## src/gha_pkg.sv

```systemverilog
package gha_pkg;

   localparam int BlockWidth     = 128;
   localparam int HalfWidth      = 64;
   localparam int CountWidth     = 5;
   localparam int BlockBytes     = 16;
   localparam int ReqDataWidth   = 136;
   localparam int RspDataWidth   = 128;
   localparam int CsrIndexWidth  = 2;
   localparam int CsrDataWidth   = 64;
   localparam int QUEUE_DEPTH    = 2;

   localparam logic [CsrIndexWidth-1:0] CSR_SUBKEY_HI = 2'd0;
   localparam logic [CsrIndexWidth-1:0] CSR_SUBKEY_LO = 2'd1;

   // reduction constant for the bit-reflected field: 0xE1 in the top byte
   localparam logic [BlockWidth-1:0] GhashPoly = {8'hE1, 120'd0};

   typedef struct packed {
      logic [BlockWidth-1:0] block;    // masked block, byte 0 in the top bits
      logic                  absorb;   // byte count was nonzero
      logic                  restart;
   } gha_item_type;

   typedef struct packed {
      logic         valid;
      gha_item_type item;
   } gha_q_stat_type;

   // Bit-reflected GF(2^128) product; bit 127 of each operand is the x^0 term.
   function automatic logic [BlockWidth-1:0] gf128_mul(
      input logic [BlockWidth-1:0] x,
      input logic [BlockWidth-1:0] y
   );
      logic [BlockWidth-1:0] acc;
      logic [BlockWidth-1:0] v;
      acc = '0;
      v   = y;
      for (int i = 0; i < BlockWidth; i++) begin
         if (x[BlockWidth-1-i]) begin
            acc = acc ^ v;
         end
         if (v[0]) begin
            v = (v >> 1) ^ GhashPoly;
         end else begin
            v = v >> 1;
         end
      end
      return acc;
   endfunction

endpackage

```

## src/gha_front.sv

```systemverilog
module gha_front
   import gha_pkg::*;
(
   input  logic [ReqDataWidth-1:0] req_data,
   input  logic                    req_flag,
   output gha_item_type            item
);

   logic [HalfWidth-1:0]  block_hi;
   logic [HalfWidth-1:0]  block_lo;
   logic [CountWidth-1:0] byte_count;
   logic [CountWidth-1:0] count_sat;
   logic [BlockWidth-1:0] raw_block;
   logic [BlockWidth-1:0] keep_mask;

   assign block_hi   = req_data[HalfWidth-1:0];
   assign block_lo   = req_data[2*HalfWidth-1:HalfWidth];
   assign byte_count = req_data[2*HalfWidth+CountWidth-1:2*HalfWidth];
   assign raw_block  = {block_hi, block_lo};

   // clamp counts above sixteen to a full block
   assign count_sat = (byte_count > CountWidth'(BlockBytes)) ? CountWidth'(BlockBytes)
                                                             : byte_count;

   // keep leading bytes only; byte j sits at the top end of the word
   always_comb begin
      keep_mask = '0;
      for (int j = 0; j < BlockBytes; j++) begin
         if (CountWidth'(j) < count_sat) begin
            keep_mask[BlockWidth-1-8*j -: 8] = 8'hFF;
         end
      end
   end

   assign item.block   = raw_block & keep_mask;
   assign item.absorb  = (count_sat != '0);
   assign item.restart = req_flag;

endmodule

```

## config.mk

```make
export PLATFORM = sky130hd
export DESIGN_NAME = gha_front
export DESIGN_NICKNAME = d
export VERILOG_FILES = /design/src/gha_pkg.sv /design/src/gha_front.sv
export SDC_FILE = /design/constraint.sdc
export NUM_CORES = 1
export LEC_CHECK = 0
export BUFFER_PORTS_ARGS = -buffer_cell sky130_fd_sc_hd__buf_2
export CAP_MARGIN = 20
export CORE_AREA = 2 2 102 104
export DETAILED_ROUTE_END_ITERATION = 10
export DIE_AREA = 0 0 104 106
export GPL_ROUTABILITY_DRIVEN = 0
export PLACE_DENSITY = 0.43
export SLEW_MARGIN = 20
export SYNTH_ARGS = -nofsm -noshare
export SYNTH_HDL_FRONTEND = slang
export SYNTH_SLANG_ARGS = --single-unit
```

## constraint.sdc

```tcl
create_clock -name vclk -period 1.4
set_input_delay 0.14 -clock vclk [all_inputs]
set_output_delay 0.14 -clock vclk [all_outputs]
set_load 0.05 [all_outputs]
```

==> flow_summary.json <==
{
  "drt.antenna.violating_nets": 0,
  "drcViolationCount": 0,
  "initial_core_util_pct": 10.5,
  "critPathTopFamily": "simple AND/OR/NAND/NOR gates",
  "instances_no_fill": 569,
  "setup_viol": 0,
  "syn_avg_cell_area_um2": 6.72,
  "totalPowerFinal_mw": 1.73,
  "first_iter_violations": 69,
  "io_pins": 267,
  "status": "finished, final reports clean",
  "nClkBuffers": 0,
  "vdd_drop_max_v": 0.000243,
  "nFillCells": 1127,
  "core_area_um2": 10000,
  "dpl.cell_count": 568,
  "nets": 572,
  "critPathKind": "input port to output port",
  "die_height_um": 106,
  "critPathLaunch": "req_data[129]",
  "hpwl_mm": 5.83,
  "cp.depth": 4,
  "wirelength_mm": 6.77,
  "fp-row-count": 37,
  "diodes": 0,
  "max_freq_mhz": 725,
  "wire_per_inst_um": 11.9,
  "placed_area_um2": 2800,
  "dieWidth_um": 104,
  "maxSlewViolCount": 0,
  "start_kind": "input port",
  "final_cell_area_um2": 2990,
  "hold_viol": 0,
  "synthCells": 157,
  "seq_area_frac_synth_pct": 0,
  "design.seq.count": 0,
  "crit_path_end": "item[65]",
  "p_per_area_nw_per_um2": 578,
  "worst_slew_margin_rel_pct": 81.7,
  "holdWs_ns": 0.280,
  "post-place-ws_ns": -0.150,
  "grt_pass1_vias": 1999,
  "p_leak_nw": 1.71,
  "yosys.cell_count.top_type": "nor2b_1",
  "crit_chain": "buf_2 > or4_4 > and3_1 > buf_6",
  "syn-num-nets": 294,
  "hold_path_class": "input port to output port",
  "synthTopCellsByCount": "56 x nor2b_1, 32 x a21boi_0, 16 x and2_1, 16 x and3_1, 8 x and2b_1",
  "drive_gt1_share_pct": 77.8,
  "min_period_ns": 1.38,
  "period_share_pct": 98.5,
  "ys_top_cells_by_area": "nor2b_1 33%, a21boi_0 23%, and2_1 9.5%",
  "cpMaxStageDelayCell": "or4_4",
  "regArea_um2": 0,
  "grt_pass1_wl_mm": 9.73,
  "setup-tns-final_ns": 0,
  "synth.cell_area_um2": 1050,
  "fp.dieArea_um2": 11000,
  "cp_num_buf_inv": 2,
  "drv_cap": 0,
  "overflow": 0,
  "yosysTopAreaCell": "nor2b_1",
  "fin_ws_ns": 0.0213,
  "crit_fanout": 8,
  "critical_path_required_ns": 1.26,
  "grt_usage_pct": 10.3,
  "postCtsHoldBufs": 0,
  "grt_start_max_net_pins": 25,
  "end_kind": "output port",
  "post-route-util_pct": 29.9,
  "ys_types": 25,
  "io_buffers": 262,
  "via_count": 2182,
  "slowest_delay_ns": 0.61,
  "cts_setup_buffers": 0,
  "viasPerCell": 3.83,
  "synth_top_area_share_pct": 33.2,
  "cp.arrival_ns": 1.24,
  "first_pass_iters": 4,
  "tightest_slew_ns": 0.274,
  "ys_warn_count": 0,
  "antenna_found_initial": 0,
  "area_growth_syn_to_layout_pct": 184
}
[layout by cell type, fill, tap and decap left out, types with 7 or more instances in the layout]
| cell | count |
|---|---|
| buf_2 | 242 |
| nor2b_1 | 34 |
| buf_4 | 25 |
| and2_1 | 16 |
| and3_4 | 7 |
| buf_6 | 18 |
| and3_1 | 9 |
| nor2b_2 | 21 |
| a21boi_2 | 9 |
| a21boi_1 | 13 |
| a21boi_0 | 8 |
| and2b_1 | 8 |
[how the worst min path moves through the flow]
stage / end / cells after the start / slack, ns / startpoint
after floorplan: item[15] / 1 / 0.44 / req_data[77]
after global placement: item[0] / 0 / 0.28 / req_flag
after detailed placement: item[0] / 0 / 0.28 / req_flag
after CTS: item[0] / 0 / 0.28 / req_flag
after global routing: item[0] / 0 / 0.28 / req_flag
final: item[0] / 0 / 0.28 / req_flag
[what timing repair did]
item | CTS | global route
gates cloned | 0 | 1
pin swaps | 0 | 2
gates resized for setup | 8 | 63
setup endpoints to repair | 24 | 54
hold endpoints to repair | 0 | 0
[logic make-up (layout without fill, tap and decap cells)]
family	count (synthesis)	after routing	share of synthesized area, %
AND/OR/NAND/NOR	103	103	62.8
AO/OA/AOI/OAI	42	42	31.9
buffers and inverters	12	288	5.34
[routing by layer]
| layer | vias to the layer above | track usage, % | routed length (µm) |
|---|---|---|---|
| li1 | 1088 | - | - |
| met1 | 972 | 12.4 | 2690 |
| met2 | 122 | 20.3 | 3570 |
| met3 | 0 | 1.53 | 504 |
| met4 | 0 | 0.290 | 0 |
| met5 | - | 0 | 0 |
[layout make-up]
type,instances,area [µm²],area share [%]
timing repair buffer,287,1640,54.7
multi-input combinational,145,1180,39.5
tap,136,170,5.69
inverter,1,3.75,0.125
[report_power, final]
part / total (mW) / internal, mW / switching (mW)
Clock: 0 / 0 / 0
Combinational: 1.73 / 0.546 / 1.18
Sequential: 0 / 0 / 0
Note: power is estimated with default switching activity, not from simulation.
