## src/gha_pkg.sv

```systemverilog
package gha_pkg;

   localparam int BlockWidth     = 128;
   localparam int HalfWidth      = 64;
   localparam int CountWidth     = 5;
   localparam int BlockBytes     = 16;
   localparam int ReqDataWidth   = 136;
   localparam int RspDataWidth   = 128;
   localparam int CsrIndexWidth  = 2;
   localparam int CsrDataWidth   = 64;
   localparam int QUEUE_DEPTH    = 2;

   localparam logic [CsrIndexWidth-1:0] CSR_SUBKEY_HI = 2'd0;
   localparam logic [CsrIndexWidth-1:0] CSR_SUBKEY_LO = 2'd1;

   // reduction constant for the bit-reflected field: 0xE1 in the top byte
   localparam logic [BlockWidth-1:0] GhashPoly = {8'hE1, 120'd0};

   typedef struct packed {
      logic [BlockWidth-1:0] block;    // masked block, byte 0 in the top bits
      logic                  absorb;   // byte count was nonzero
      logic                  restart;
   } gha_item_type;

   typedef struct packed {
      logic         valid;
      gha_item_type item;
   } gha_q_stat_type;

   // Bit-reflected GF(2^128) product; bit 127 of each operand is the x^0 term.
   function automatic logic [BlockWidth-1:0] gf128_mul(
      input logic [BlockWidth-1:0] x,
      input logic [BlockWidth-1:0] y
   );
      logic [BlockWidth-1:0] acc;
      logic [BlockWidth-1:0] v;
      acc = '0;
      v   = y;
      for (int i = 0; i < BlockWidth; i++) begin
         if (x[BlockWidth-1-i]) begin
            acc = acc ^ v;
         end
         if (v[0]) begin
            v = (v >> 1) ^ GhashPoly;
         end else begin
            v = v >> 1;
         end
      end
      return acc;
   endfunction

endpackage

```

## src/gha_queue.sv

```systemverilog
module gha_queue
   import gha_pkg::*;
#(
   parameter int Depth = QUEUE_DEPTH
)(
   input  logic           clock,
   input  logic           reset,
   input  logic           push_valid,
   output logic           push_ready,
   input  gha_item_type   push_item,
   output gha_q_stat_type head,
   input  logic           pop
);

   localparam int PtrWidth   = (Depth > 1) ? $clog2(Depth) : 1;
   localparam int CountBits  = $clog2(Depth + 1);

   gha_item_type          entry_ff [Depth];
   logic [PtrWidth-1:0]   wr_ptr_ff, wr_ptr_in;
   logic [PtrWidth-1:0]   rd_ptr_ff, rd_ptr_in;
   logic [CountBits-1:0]  count_ff, count_in;
   logic                  push;

   assign push_ready = (count_ff != CountBits'(Depth));
   assign push       = push_valid && push_ready;
   assign head.valid = (count_ff != '0);
   assign head.item  = entry_ff[rd_ptr_ff];

   always_comb begin
      wr_ptr_in = wr_ptr_ff;
      rd_ptr_in = rd_ptr_ff;
      count_in  = count_ff;
      if (push) begin
         wr_ptr_in = (wr_ptr_ff == PtrWidth'(Depth - 1)) ? '0 : wr_ptr_ff + 1'b1;
      end
      if (pop) begin
         rd_ptr_in = (rd_ptr_ff == PtrWidth'(Depth - 1)) ? '0 : rd_ptr_ff + 1'b1;
      end
      if (push && !pop) begin
         count_in = count_ff + 1'b1;
      end else if (pop && !push) begin
         count_in = count_ff - 1'b1;
      end
   end

   always_ff @(posedge clock) begin
      if (reset) begin
         wr_ptr_ff <= '0;
         rd_ptr_ff <= '0;
         count_ff  <= '0;
      end else begin
         wr_ptr_ff <= wr_ptr_in;
         rd_ptr_ff <= rd_ptr_in;
         count_ff  <= count_in;
      end
   end

   always_ff @(posedge clock) begin
      if (push) begin
         entry_ff[wr_ptr_ff] <= push_item;
      end
   end

endmodule

```

## config.mk

```make
export PLATFORM = sky130hd
export DESIGN_NAME = gha_queue
export DESIGN_NICKNAME = d
export VERILOG_FILES = /design/src/gha_pkg.sv /design/src/gha_queue.sv
export SDC_FILE = /design/constraint.sdc
export NUM_CORES = 1
export LEC_CHECK = 0
export BUFFER_PORTS_ARGS = -buffer_cell sky130_fd_sc_hd__buf_2
export CAP_MARGIN = 10
export CORE_ASPECT_RATIO = 2
export CORE_MARGIN = 3
export CORE_UTILIZATION = 55
export CTS_BUF_LIST = sky130_fd_sc_hd__clkbuf_8
export DETAILED_ROUTE_END_ITERATION = 8
export HOLD_SLACK_MARGIN = 0.02
export PLACE_DENSITY = 0.79
export SYNTH_ARGS = -nofsm -noshare
export SYNTH_HDL_FRONTEND = slang
export SYNTH_SLANG_ARGS = --single-unit
```

## constraint.sdc

```tcl
create_clock -name clock -period 7.1 [get_ports clock]
set_clock_uncertainty 0.05 [all_clocks]
set_input_delay 0.71 -clock clock [delete_from_list [all_inputs] [get_ports clock]]
set_output_delay 0.71 -clock clock [all_outputs]
set_load 0.02 [all_outputs]
```

==> flow_summary.yaml <==
clocking:
  clk_pin_slew_ns: 0.07
  cts_setup_buffers: 0
  cts_tree: "yes"
  cts_resized: 0
  insertion_delay_ns: 0.49
  clock-root-buffer: "clkbuf_8"
  clockBufferDepth: 3
  h-tree-depth: 2
  numCtsBuffers: 36
  cts_sinks: 265
  ctsHoldBuffers: 0
synthesis:
  ys_warn_count: 0
  yosys-top-cells-area: "edfxtp_1, mux2_2, buf_6"
  synthesis.instances: 428
  synth-main-ff-cell: "edfxtp_1"
  synth-seq-cells: 265
  syn_area_mm2: 0.00963
  yosysTopAreaCell: "edfxtp_1"
  synthArstFlopShare: 0
  yosysMostFrequentCell: "edfxtp_1"
  synth.avg_cell_area_um2: 22.5
  synth.top_cells.by_count: "edfxtp_1, mux2_2, buf_6"
  synth-edff-count: 260
  postSynthNetCount: 563
  yosysUniqueCellTypes: 20
  synth.top_cell.area_share: 0.811
  synth.yosys.seq_area_share: 0.821
detailed_routing:
  routed_wl_mm: 19.4
  firstDrtPassIters: 4
  first_iter_violations: 224
  dr_total_vias: 5036
  viasPerCell: 5.29
  routedWlPerCell_um: 20.4
  drcViolationCount: 0
  drtAntennaViolNets: 0
floorplan:
  die_y_um: 193
  fp.dieW_um: 99.6
  design.core.area_mm2: 0.0169
  die-area_mm2: 0.0192
  fp-row-count: 67
  io_pins: 266
  start_util: 0.569
setup_path:
  critPathArrivalTime_ns: 2.85
  start_kind: "register"
  worstSetupPathType: "reg2out"
  cp_max_fo: 70
  cp_data_required_time_ns: 6.34
  end_kind: "primary output"
grt:
  antenna_found_initial: 5
  grt_pass1_wl_mm: 28.4
  grt_util_all_layers: 0.195
  grt_max_degree: 71
  grt_pass1_vias: 5532
  grt_overflow_total: 0
power_and_ir_drop:
  power_mw: 3.50
  peakVddDrop_uv: 186
  powerDensity_mw_per_mm2: 299
  p_leak_nw: 4.40
place:
  port_buffers: 265
  place.gp.congestion: 0.795
  dpl.cell_count: 889
  place_hpwl_mm: 13.5
finish:
  area_delta_synth_final_pct: 21.8
  ff_latch_area_mm2: 0.00791
  fillers: 1177
  final_layout_size_suffix_gt1_frac: 0.601
  multiInputGateArea_mm2: 0.00158
  fin_nets: 855
  instances_no_fill: 952
sta:
  period_share: 0.509
  relSlewSlack: 0.380
  hold_slack_ns: 0.345
  hold_viol: 0
  max_freq_ghz: 0.277
  slew_viol_final: 0
  layout_min_cycle_time_ns: 3.61
  tightest_slew_ns: 0.930
  rsz0062_at_grt: "false"
  setup_viol: 0
  setup_tns_ns: 0
status:
  status: "finished clean"
run:
  max_cap_violations: 0
min_path:
  min_path_type: "in2reg"
==> cell families (layout without fill, tap and decap cells) <==
group | count (synthesis) | count (layout) | share of synthesized area
other cells | 0 | 5 | 0
compound gates | 4 | 4 | 0.00260
fa+ha+maj | 1 | 1 | 0.00130
mux | 130 | 130 | 0.152
simple gates | 9 | 9 | 0.00520
buf+inv | 16 | 328 | 0.0148
flops | 265 | 265 | 0.821
xor+xnor | 3 | 3 | 0.00273
==> through the flow <==
step	area, µm²	setup slack, ns	util
6_report	11700	3.49	0.692
2_1_floorplan	9630	2.79	-
4_1_cts	11700	3.42	0.692
3_3_place_gp	11100	3.98	0.656
5_1_grt	11700	3.32	0.692
3_5_place_dp	11100	3.97	0.656
==> cells in the final DEF (no fill, tap or decap) <==
cell type	n
dfxtp_1	4
nor2_1	3
nand2b_1	1
edfxtp_1	260
or3_1	1
or2_2	1
inv_4	1
and3_4	1
nand3b_1	1
o21ai_0	1
xnor2_1	1
clkinv_1	9
ha_1	1
and2_1	1
diode_2	5
dfxtp_4	1
inv_1	8
clkinvlp_4	3
a21oi_1	2
buf_4	3
xor2_1	2
buf_2	265
mux2_2	130
clkinv_2	2
clkbuf_8	37
a21bo_2	1
==> where the power goes <==
part | internal, mW | total, mW | leakage (nW) | switching (mW)
logic | 0.213 | 0.566 | 1.60 | 0.353
registers | 1.90 | 1.95 | 2.47 | 0.0487
clock network | 0.481 | 0.985 | 0.326 | 0.504
total | 2.60 | 3.50 | 4.40 | 0.906
==> worst paths after layout <==
path | from | to | slack [ns] | depth (start not counted)
hold / removal | push_item[107] | entry_ff[0][107]$_DFFE_PP_ | 0.35 | 1
hold reg to reg | count_ff[1]$_SDFFE_PP0P_ | count_ff[1]$_SDFFE_PP0P_ | 0.48 | 2
setup / recovery | register | head[11] | 3.49 | 3
setup reg to reg | count_ff[0]$_SDFFE_PP0P_ | entry_ff[1][90]$_DFFE_PP_ | 4.34 | 3
==> flip-flops by register name, indices dropped and copies added, names as in the netlist, named ones only <==
name	flops
entry_ff	260
wr_ptr_ff	1
rd_ptr_ff	1
count_ff	2
==> worst max-delay path: stages, from the launching register on <==
cell and delay (ns):
dfxtp_4 0.85, buf_4 0.79, mux2_2 0.44, buf_2 0.16
==> routing by layer <==
metal  up-vias  GRT usage  share of wire
met5         -          0        0.00072
met4         4     0.0921          0.039
met3        55     0.0508          0.067
met2       203      0.376           0.59
met1      2483      0.189           0.31
li1       2291          -              -
==> area by class of cell <==
class / count / area share
Inverter: 2 / 0.000854
Clock buffer: 37 / 0.0434
Clock inverter: 21 / 0.00790
Antenna cell: 5 / 0.00107
Sequential cell: 265 / 0.675
Multi-Input combinational cell: 147 / 0.135
Tap cell: 207 / 0.0221
Timing Repair Buffer: 268 / 0.115
No activity file was read; power rests on OpenSTA's default activity.
